===== src/rtl/core/afhtp_pkg.sv =====
package afhtp_pkg;

   localparam int NUM_PORTS   = 2;
   localparam int PORT_W      = 1;
   localparam int TIME_W      = 32;
   localparam int RATE_W      = 4;
   localparam int CSR_IDX_W   = 4;
   localparam int CSR_DATA_W  = 4;

   localparam logic [TIME_W-1:0] HOLD_TOGGLE_US = TIME_W'(3000000);

   // half period = US_PER_SECOND / (2 * rate)
   localparam int QUOT_W  = 20;
   localparam int DIVS_W  = RATE_W + 1;
   localparam int DCNT_W  = 5;
   localparam logic [QUOT_W-1:0] US_PER_SECOND = QUOT_W'(1000000);

   localparam logic [CSR_IDX_W-1:0] REG_MODE_PORT0 = CSR_IDX_W'(0);
   localparam logic [CSR_IDX_W-1:0] REG_MODE_PORT1 = CSR_IDX_W'(1);
   localparam logic [CSR_IDX_W-1:0] REG_RATE_PORT0 = CSR_IDX_W'(2);
   localparam logic [CSR_IDX_W-1:0] REG_RATE_PORT1 = CSR_IDX_W'(3);

   typedef struct packed {
      logic [NUM_PORTS-1:0]             mode;
      logic [NUM_PORTS-1:0][RATE_W-1:0] rate;
   } cfg_type;

   typedef struct packed {
      logic              start;
      logic [DIVS_W-1:0] divisor;
   } div_cmd_type;

   typedef struct packed {
      logic              done;
      logic [QUOT_W-1:0] quotient;
   } div_sts_type;

endpackage


===== src/rtl/core/afhtp_req_if.sv =====
interface afhtp_req_if import afhtp_pkg::*; ();
   logic              valid;
   logic              ready;
   logic [PORT_W-1:0] port;
   logic              fire_level;
   logic [TIME_W-1:0] now_us;

   modport source (output valid, port, fire_level, now_us, input ready);
   modport sink   (input valid, port, fire_level, now_us, output ready);
endinterface


===== src/rtl/core/afhtp_rsp_if.sv =====
interface afhtp_rsp_if ();
   logic valid;
   logic ready;
   logic effective_fire;
   logic autofire_on;

   modport source (output valid, effective_fire, autofire_on, input ready);
   modport sink   (input valid, effective_fire, autofire_on, output ready);
endinterface


===== src/rtl/core/afhtp_csr_if.sv =====
interface afhtp_csr_if import afhtp_pkg::*; ();
   logic                  valid;
   logic                  ready;
   logic [CSR_IDX_W-1:0]  index;
   logic [CSR_DATA_W-1:0] data;

   modport source (output valid, index, data, input ready);
   modport sink   (input valid, index, data, output ready);
endinterface


===== src/rtl/core/afhtp_csr.sv =====
module afhtp_csr import afhtp_pkg::*; (
   input  logic        clock,
   input  logic        reset,
   afhtp_csr_if.sink   csr,
   output cfg_type     cfg
);

   cfg_type cfg_ff, cfg_in;

   assign csr.ready = 1'b1;
   assign cfg       = cfg_ff;

   always_comb begin
      cfg_in = cfg_ff;
      if (csr.valid) begin
         case (csr.index)
            REG_MODE_PORT0: cfg_in.mode[0] = csr.data[0];
            REG_MODE_PORT1: cfg_in.mode[1] = csr.data[0];
            REG_RATE_PORT0: cfg_in.rate[0] = csr.data[RATE_W-1:0];
            REG_RATE_PORT1: cfg_in.rate[1] = csr.data[RATE_W-1:0];
            default: ;
         endcase
      end
   end

   always_ff @(posedge clock) begin
      if (reset) begin
         cfg_ff.mode <= '0;
         for (int i = 0; i < NUM_PORTS; i++) begin
            cfg_ff.rate[i] <= RATE_W'(1);
         end
      end else begin
         cfg_ff <= cfg_in;
      end
   end

endmodule


===== src/rtl/core/afhtp_div.sv =====
module afhtp_div import afhtp_pkg::*; (
   input  logic        clock,
   input  logic        reset,
   input  div_cmd_type cmd,
   output div_sts_type sts
);

   logic              busy_ff, busy_in;
   logic              done_ff, done_in;
   logic [DCNT_W-1:0] cnt_ff, cnt_in;
   logic [DIVS_W-1:0] rem_ff, rem_in;
   logic [DIVS_W-1:0] divs_ff, divs_in;
   logic [QUOT_W-1:0] quot_ff, quot_in;
   logic [DIVS_W:0]   trial;
   logic [DIVS_W:0]   diff;

   assign trial = {rem_ff, US_PER_SECOND[cnt_ff]};
   assign diff  = trial - {1'b0, divs_ff};

   always_comb begin
      busy_in = busy_ff;
      done_in = 1'b0;
      cnt_in  = cnt_ff;
      rem_in  = rem_ff;
      divs_in = divs_ff;
      quot_in = quot_ff;
      if (cmd.start) begin
         busy_in = 1'b1;
         cnt_in  = DCNT_W'(QUOT_W - 1);
         rem_in  = '0;
         divs_in = cmd.divisor;
      end else if (busy_ff) begin
         // shift in one dividend bit, subtract when it fits
         if (!diff[DIVS_W]) begin
            rem_in = diff[DIVS_W-1:0];
         end else begin
            rem_in = trial[DIVS_W-1:0];
         end
         quot_in = {quot_ff[QUOT_W-2:0], ~diff[DIVS_W]};
         if (cnt_ff == '0) begin
            busy_in = 1'b0;
            done_in = 1'b1;
         end else begin
            cnt_in = cnt_ff - DCNT_W'(1);
         end
      end
   end

   always_ff @(posedge clock) begin
      if (reset) begin
         busy_ff <= 1'b0;
         done_ff <= 1'b0;
         cnt_ff  <= '0;
      end else begin
         busy_ff <= busy_in;
         done_ff <= done_in;
         cnt_ff  <= cnt_in;
      end
      rem_ff  <= rem_in;
      divs_ff <= divs_in;
      quot_ff <= quot_in;
   end

   assign sts.done     = done_ff;
   assign sts.quotient = quot_ff;

endmodule


===== src/rtl/core/autofire_hold_toggle_pulse_core.sv =====
// channel | dir | handshake    | payload
// req     | in  | valid/ready  | port, fire_level, now_us
// rsp     | out | valid/ready  | effective_fire, autofire_on
// csr     | in  | valid/ready  | index, data (always ready)
//
// A standby-mode item passes the hold, divide, phase and done steps before rsp valid;
// the 20-step restoring divider that forms the half period takes up most of that. A
// mode-off item skips the divider. req is ready only in idle, from the cycle in
// which rsp valid rises, so an item is taken only after the last one is finished.
// A finished item waits in the rsp register while the next item is taken, and the
// sequencer stalls in its last step when the rsp register is still full.
// Synchronous reset clears all per-port flags, timestamps, mode bits and rsp valid, and sets each rate to 1.
module autofire_hold_toggle_pulse_core import afhtp_pkg::*; (
   input  logic      clock,
   input  logic      reset,
   afhtp_req_if.sink req,
   afhtp_rsp_if.source rsp,
   afhtp_csr_if.sink csr
);

   localparam logic [2:0] ST_IDLE  = 3'd0;
   localparam logic [2:0] ST_HOLD  = 3'd1;
   localparam logic [2:0] ST_DIV   = 3'd2;
   localparam logic [2:0] ST_PHASE = 3'd3;
   localparam logic [2:0] ST_DONE  = 3'd4;

   cfg_type     cfg;
   div_cmd_type div_cmd;
   div_sts_type div_sts;

   logic [2:0]              state_ff, state_in;
   logic [PORT_W-1:0]       port_ff, port_in;
   logic                    raw_ff, raw_in;
   logic [TIME_W-1:0]       now_ff, now_in;
   logic                    fire_ff, fire_in;
   logic                    on_ff, on_in;
   logic                    rsp_valid_ff, rsp_valid_in;
   logic                    rsp_fire_ff, rsp_fire_in;
   logic                    rsp_on_ff, rsp_on_in;

   logic [NUM_PORTS-1:0]             active_ff, active_in;
   logic [NUM_PORTS-1:0]             track_ff, track_in;
   logic [NUM_PORTS-1:0]             wait_ff, wait_in;
   logic [NUM_PORTS-1:0]             phase_ff, phase_in;
   logic [NUM_PORTS-1:0][TIME_W-1:0] hold_start_ff, hold_start_in;
   logic [NUM_PORTS-1:0][TIME_W-1:0] phase_start_ff, phase_start_in;

   logic              port_ok;
   logic [RATE_W-1:0] rate_eff;
   logic [TIME_W-1:0] hold_elapsed;
   logic [TIME_W-1:0] phase_elapsed;
   logic              pulse;

   afhtp_csr u_csr (
      .clock (clock),
      .reset (reset),
      .csr   (csr),
      .cfg   (cfg)
   );

   afhtp_div u_div (
      .clock (clock),
      .reset (reset),
      .cmd   (div_cmd),
      .sts   (div_sts)
   );

   assign port_ok       = ({1'b0, port_ff} < (PORT_W + 1)'(NUM_PORTS));
   assign rate_eff      = (cfg.rate[port_ff] == '0) ? RATE_W'(1) : cfg.rate[port_ff];
   assign hold_elapsed  = now_ff - hold_start_ff[port_ff];
   assign phase_elapsed = now_ff - phase_start_ff[port_ff];

   assign req.ready         = (state_ff == ST_IDLE);
   assign rsp.valid         = rsp_valid_ff;
   assign rsp.effective_fire = rsp_fire_ff;
   assign rsp.autofire_on   = rsp_on_ff;

   always_comb begin
      state_in       = state_ff;
      port_in        = port_ff;
      raw_in         = raw_ff;
      now_in         = now_ff;
      fire_in        = fire_ff;
      on_in          = on_ff;
      rsp_valid_in   = rsp_valid_ff & ~rsp.ready;
      rsp_fire_in    = rsp_fire_ff;
      rsp_on_in      = rsp_on_ff;
      active_in      = active_ff;
      track_in       = track_ff;
      wait_in        = wait_ff;
      phase_in       = phase_ff;
      hold_start_in  = hold_start_ff;
      phase_start_in = phase_start_ff;
      div_cmd.start  = 1'b0;
      div_cmd.divisor = {rate_eff, 1'b0};
      pulse          = 1'b0;

      case (state_ff)
         ST_IDLE: begin
            if (req.valid) begin
               port_in  = req.port;
               raw_in   = req.fire_level;
               now_in   = req.now_us;
               state_in = ST_HOLD;
            end
         end
         ST_HOLD: begin
            if (!port_ok || !cfg.mode[port_ff]) begin
               if (port_ok) begin
                  active_in[port_ff] = 1'b0;
                  track_in[port_ff]  = 1'b0;
                  wait_in[port_ff]   = 1'b0;
               end
               fire_in  = raw_ff;
               on_in    = 1'b0;
               state_in = ST_DONE;
            end else begin
               if (wait_ff[port_ff]) begin
                  if (!raw_ff) begin
                     wait_in[port_ff] = 1'b0;
                  end
               end else if (raw_ff) begin
                  if (!track_ff[port_ff]) begin
                     track_in[port_ff]      = 1'b1;
                     hold_start_in[port_ff] = now_ff;
                  end else if (hold_elapsed >= HOLD_TOGGLE_US) begin
                     if (!active_ff[port_ff]) begin
                        active_in[port_ff]      = 1'b1;
                        phase_in[port_ff]       = 1'b1;
                        phase_start_in[port_ff] = now_ff;
                     end else begin
                        active_in[port_ff] = 1'b0;
                     end
                     track_in[port_ff] = 1'b0;
                     wait_in[port_ff]  = 1'b1;
                  end
               end else begin
                  track_in[port_ff] = 1'b0;
               end
               div_cmd.start = 1'b1;
               state_in      = ST_DIV;
            end
         end
         ST_DIV: begin
            if (div_sts.done) begin
               state_in = ST_PHASE;
            end
         end
         ST_PHASE: begin
            if (active_ff[port_ff]) begin
               pulse = phase_ff[port_ff];
               if (phase_elapsed >= TIME_W'(div_sts.quotient)) begin
                  phase_in[port_ff]       = ~phase_ff[port_ff];
                  phase_start_in[port_ff] = now_ff;
                  pulse                   = ~phase_ff[port_ff];
               end
            end
            fire_in  = raw_ff | pulse;
            on_in    = active_ff[port_ff];
            state_in = ST_DONE;
         end
         ST_DONE: begin
            if (!rsp_valid_ff || rsp.ready) begin
               rsp_valid_in = 1'b1;
               rsp_fire_in  = fire_ff;
               rsp_on_in    = on_ff;
               state_in     = ST_IDLE;
            end
         end
         default: begin
            state_in = ST_IDLE;
         end
      endcase
   end

   always_ff @(posedge clock) begin
      if (reset) begin
         state_ff       <= ST_IDLE;
         rsp_valid_ff   <= 1'b0;
         active_ff      <= '0;
         track_ff       <= '0;
         wait_ff        <= '0;
         phase_ff       <= '0;
         hold_start_ff  <= '0;
         phase_start_ff <= '0;
      end else begin
         state_ff       <= state_in;
         rsp_valid_ff   <= rsp_valid_in;
         active_ff      <= active_in;
         track_ff       <= track_in;
         wait_ff        <= wait_in;
         phase_ff       <= phase_in;
         hold_start_ff  <= hold_start_in;
         phase_start_ff <= phase_start_in;
      end
   end

   always_ff @(posedge clock) begin
      port_ff     <= port_in;
      raw_ff      <= raw_in;
      now_ff      <= now_in;
      fire_ff     <= fire_in;
      on_ff       <= on_in;
      rsp_fire_ff <= rsp_fire_in;
      rsp_on_ff   <= rsp_on_in;
   end

endmodule

===== src/flat_wrapper.sv =====
// flat-port wrapper written by rule: the top's interface ports become plain ports
module autofire_hold_toggle_pulse_core_flat import afhtp_pkg::*;
  (clock, reset, req_valid, req_port, req_fire_level, req_now_us, req_ready, rsp_valid, rsp_effective_fire, rsp_autofire_on, rsp_ready, csr_valid, csr_index, csr_data, csr_ready);
  afhtp_req_if req_i ();
  afhtp_rsp_if rsp_i ();
  afhtp_csr_if csr_i ();
  input  logic clock;
  input  logic reset;
  input wire logic [$bits(req_i.valid)-1:0] req_valid;
  input wire logic [$bits(req_i.port)-1:0] req_port;
  input wire logic [$bits(req_i.fire_level)-1:0] req_fire_level;
  input wire logic [$bits(req_i.now_us)-1:0] req_now_us;
  output wire logic [$bits(req_i.ready)-1:0] req_ready;
  output wire logic [$bits(rsp_i.valid)-1:0] rsp_valid;
  output wire logic [$bits(rsp_i.effective_fire)-1:0] rsp_effective_fire;
  output wire logic [$bits(rsp_i.autofire_on)-1:0] rsp_autofire_on;
  input wire logic [$bits(rsp_i.ready)-1:0] rsp_ready;
  input wire logic [$bits(csr_i.valid)-1:0] csr_valid;
  input wire logic [$bits(csr_i.index)-1:0] csr_index;
  input wire logic [$bits(csr_i.data)-1:0] csr_data;
  output wire logic [$bits(csr_i.ready)-1:0] csr_ready;
  assign req_i.valid = req_valid;
  assign req_i.port = req_port;
  assign req_i.fire_level = req_fire_level;
  assign req_i.now_us = req_now_us;
  assign req_ready = req_i.ready;
  assign rsp_valid = rsp_i.valid;
  assign rsp_effective_fire = rsp_i.effective_fire;
  assign rsp_autofire_on = rsp_i.autofire_on;
  assign rsp_i.ready = rsp_ready;
  assign csr_i.valid = csr_valid;
  assign csr_i.index = csr_index;
  assign csr_i.data = csr_data;
  assign csr_ready = csr_i.ready;
  autofire_hold_toggle_pulse_core u_core (.clock(clock), .reset(reset), .req(req_i), .rsp(rsp_i), .csr(csr_i));
endmodule

===== config.mk =====
export PLATFORM = sky130hd
export DESIGN_NAME = autofire_hold_toggle_pulse_core_flat
export DESIGN_NICKNAME = d
export VERILOG_FILES = /design/src/rtl/core/afhtp_pkg.sv /design/src/rtl/core/afhtp_req_if.sv /design/src/rtl/core/afhtp_rsp_if.sv /design/src/rtl/core/afhtp_csr_if.sv /design/src/rtl/core/afhtp_csr.sv /design/src/rtl/core/afhtp_div.sv /design/src/rtl/core/autofire_hold_toggle_pulse_core.sv /design/src/flat_wrapper.sv
export SDC_FILE = /design/constraint.sdc
export NUM_CORES = 1
export LEC_CHECK = 0
export ABC_AREA = 1
export CAP_MARGIN = 25
export CORE_MARGIN = 3
export CORE_UTILIZATION = 32
export DETAILED_ROUTE_END_ITERATION = 10
export DONT_BUFFER_PORTS = 1
export PLACE_DENSITY_LB_ADDON = 0.2
export SYNTH_ARGS = -nofsm -noshare
export SYNTH_HDL_FRONTEND = slang
export SYNTH_HIERARCHICAL = 1
export SYNTH_SLANG_ARGS = --single-unit

===== constraint.sdc =====
create_clock -name clock -period 4.8 [get_ports clock]
set_input_delay 0.24 -clock clock [delete_from_list [all_inputs] [get_ports clock]]
set_output_delay 0.24 -clock clock [all_outputs]
set_load 0.05 [all_outputs]

==> reports/summary.txt <==
syn avg cell area -> 6.44 um^2
max cap viols -> 0
DRT Pass-1 Iters -> 5
Fin. Hold Viols -> 0
r2r worst-path depth -> 25
vias in the first global route -> 13223
DIE HEIGHT -> 222 um
clock period minus worst slack -> 4.38 ns
Worst Hold Depth -> 3
Hold EP -> u_core/phase_start_ff[31]
hold wc startpoint -> reset
WP data arrival -> 4.86 ns
synth top area cells -> dfxtp_1 22%, nand2_1 18%, edfxtp_1 13%
ANT nets after route -> 0
syn_nets -> 2468
register area -> 5130 um^2
area share of the largest cell type after synthesis -> 0.216
worst skew pair latency -> 0.59 ns
CTS clock-pin slew for the worst setup and hold paths -> 0.06 ns
number of cells produced by synthesis -> 2327
worst r2r dst -> u_core/phase_start_ff[7]
Ports -> 52
Setup TNS -> 0 ns
EDFF count, synth -> 63
DR iter-0 viols -> 904
Max VDD drop -> 0.000292 V
deepest clock path buffer count -> 3
Setup crit start kind -> register
Critical R2R Launch -> u_core/port_ff
Layout Nets -> 2527
fin. max-slew vios -> 0
Synth Flop Type -> dfxtp_1
R2R setup slack -> 0.42 ns
first-pass GRT wire length -> 68900 um
Final Wtd Congestion -> 0.939
fillcell total -> 4912
H-tree depth -> 1
multi-input logic area -> 7910 um^2
clock tree from TritonCTS -> yes
clock buffer count from CTS -> 29
Via Count -> 13915
highest clock rate -> 228 MHz
DIE AREA -> 49500 um^2
Port-buffer cells -> 0
initial antenna violation count -> 0
FP Rows -> 78
post-synthesis to final-layout area growth -> 15.6%
drt drc -> 0
Root Driver -> clkbuf_16
clk_skew -> 0.0201 ns
post-synthesis sequential area ratio -> 0.343
final setup violating endpoints -> 0
Hold Slack -> 0.0486 ns
Cell variety after synth -> 50
Synth area leader -> dfxtp_1
Yosys reg bits -> 225
fin cells -> 3008
grt ovf -> 0
Die X -> 222 um
Slew headroom -> 0.367
synthesized cell area -> 15000 um^2
crit-path max FO -> 21
total power per unit cell area -> 360 nW/um^2
Hold Crit Class -> in2reg
core area -> 45900 um^2
CP Class -> reg2reg
starting density of the core -> 0.327
CTS Sinks -> 225
Leak -> 8.60 nW
layout cells sized above 1 -> 0.0519
asr flop ratio synth -> 0
critical path required time -> 5.28 ns
largest net degree at the start of global routing -> 72
hpwl dp -> 32200 um
status -> complete, no violations
WL/cell -> 14.8 um
Detailed Route WL -> 44400 um
worst slew pin tran -> 0.947 ns
Critical Path Sink Type -> register
Final period util -> 0.913
synthesis warning total -> 6
Inserted Diodes -> 0
placed insts -> 2892
RSZ-0062 raised after global routing -> false
total track usage -> 0.171
via/cell ratio -> 4.63
worst max path at each step:
stage | start | to | slack [ns] | depth (start not counted)
final | u_core/port_ff | u_core/phase_start_ff[7] | 0.42 | 25
after global routing | u_core/port_ff | u_core/phase_start_ff[13] | 0.01 | 30
after CTS | u_core/port_ff | u_core/phase_start_ff[20] | 0.35 | 30
after detailed placement | u_core/port_ff | u_core/phase_start_ff[20] | 0.36 | 30
after global placement | u_core/port_ff | u_core/phase_start_ff[10] | 0.45 | 26
after floorplan | u_core/port_ff | u_core/phase_start_ff[10] | 0.42 | 35
layout by cell type, fill, tap and decap left out, types with 5 or more instances in the layout:
cell	netlist	final
nand2_1	722	722
inv_1	416	416
nor2_1	267	266
dfxtp_1	162	162
o21ai_0	145	143
a21oi_1	136	136
nand3_1	99	97
ha_1	91	90
edfxtp_1	63	63
dlygate4sd3_1	0	58
clkbuf_16	0	31
nand4_1	23	23
buf_4	3	23
xor2_1	18	18
nor3_1	19	17
inv_2	11	11
nand3b_1	10	10
nand3_2	7	8
o21bai_1	7	7
clkinv_2	0	6
clkinv_1	5	6
xnor2_1	6	6
a31oi_1	5	5
nor3_2	3	5
o21a_1	5	5
nand2_2	5	5
critical path: stages (launching register included):
cell,delay (ns)
edfxtp_1,0.46
buf_12,0.20
o21ai_0,0.23
ha_1,0.33
a21oi_1,0.25
inv_1,0.08
nor2_1,0.17
nand3_1,0.22
a31oi_1,0.23
xnor2_1,0.16
ha_1,0.27
a21oi_1,0.16
nor3_1,0.06
a211oi_1,0.19
nand3_1,0.12
nor2_1,0.11
nand3_1,0.07
nor2_1,0.10
nand2_1,0.11
nand2_2,0.10
nand2_2,0.08
nand3_4,0.17
clkbuf_16,0.24
nand2_1,0.06
nand2_1,0.05
nor2_1,0.04
routing by layer:
layer | track usage | vias up | wire, um
met3 | 0.0255 | 64 | 1850
met2 | 0.287 | 279 | 20300
met4 | 0.0455 | 0 | 1230
li1 | - | 7338 | -
met5 | 0 | - | 0
met1 | 0.230 | 6234 | 21100
layout make-up:
cell class                 instances  area share
clock buffer                      35      0.0443
inverter                         433      0.0941
sequential                       225       0.296
multi-input combinational       1607       0.456
tap                              600      0.0433
timing repair buffer              90      0.0529
clock inverter                    18      0.0127
cells by family (layout without fill, tap and decap cells):
logic type,Yosys count,count (layout),synth area share
compound gates,311,311,0.109
xor+xnor,24,24,0.0140
fa+ha+maj,94,94,0.0800
buf+inv,495,576,0.132
flops,225,225,0.343
other cells,2,2,0.000501
simple gates,1176,1176,0.322
power breakdown:
part / switching, W / internal [W] / leakage [nW]
clock network: 0.000903 / 0.00136 / 0.475
registers: 0.0000927 / 0.00206 / 1.90
logic: 0.00119 / 0.000639 / 6.22
total: 0.00218 / 0.00405 / 8.60
state kept, by name, summed over array words and instances, names as in the netlist, named ones only:
register,cells
u_core/state_ff,3
u_core/rsp.autofire_on,1
u_core/phase_start_ff,64
u_core/fire_ff,1
u_core/hold_start_ff,64
u_core/u_csr/cfg,10
u_core/raw_ff,1
u_core/u_div/done_ff,1
u_core/phase_ff,2
u_core/now_ff,32
u_core/u_div/rem_ff,5
u_core/u_div/cnt_ff,5
u_core/rsp.effective_fire,1
u_core/u_div/divs_ff,5
u_core/on_ff,1
u_core/port_ff,1
u_core/u_div/busy_ff,1
u_core/u_div/quot_ff,20
u_core/rsp.valid,1
cells in the mapped netlist, drive strengths merged (4+ instances only):
master	count
a21oi	137
a31oi	5
and2	4
buf	22
clkbuf	40
clkinv	6
dfxtp	162
edfxtp	63
ha	91
inv	427
nand2	727
nand3	108
nand3b	10
nand4	23
nor2	272
nor3	22
o21a	5
o21ai	145
o21bai	8
or2	4
xnor2	6
xor2	18
through the flow:
step | area, um^2 | power, W | setup WS (ns) | util
after floorplan | 15000 | 0.00348 | 0.416 | -
after global placement | 15700 | 0.00392 | 0.446 | 0.342
after detailed placement | 15700 | 0.00394 | 0.360 | 0.342
after CTS | 17200 | 0.00629 | 0.352 | 0.376
after global routing | 17300 | 0.00667 | 0.0131 | 0.378
final | 17300 | 0.00624 | 0.419 | 0.378
repair_timing:
item,CTS,global route
gates resized for setup,0,5
setup endpoints to repair,0,56
setup buffers,0,1
hold endpoints to repair,59,0
hold buffers,58,0
No activity file was read; power rests on OpenSTA's default activity.
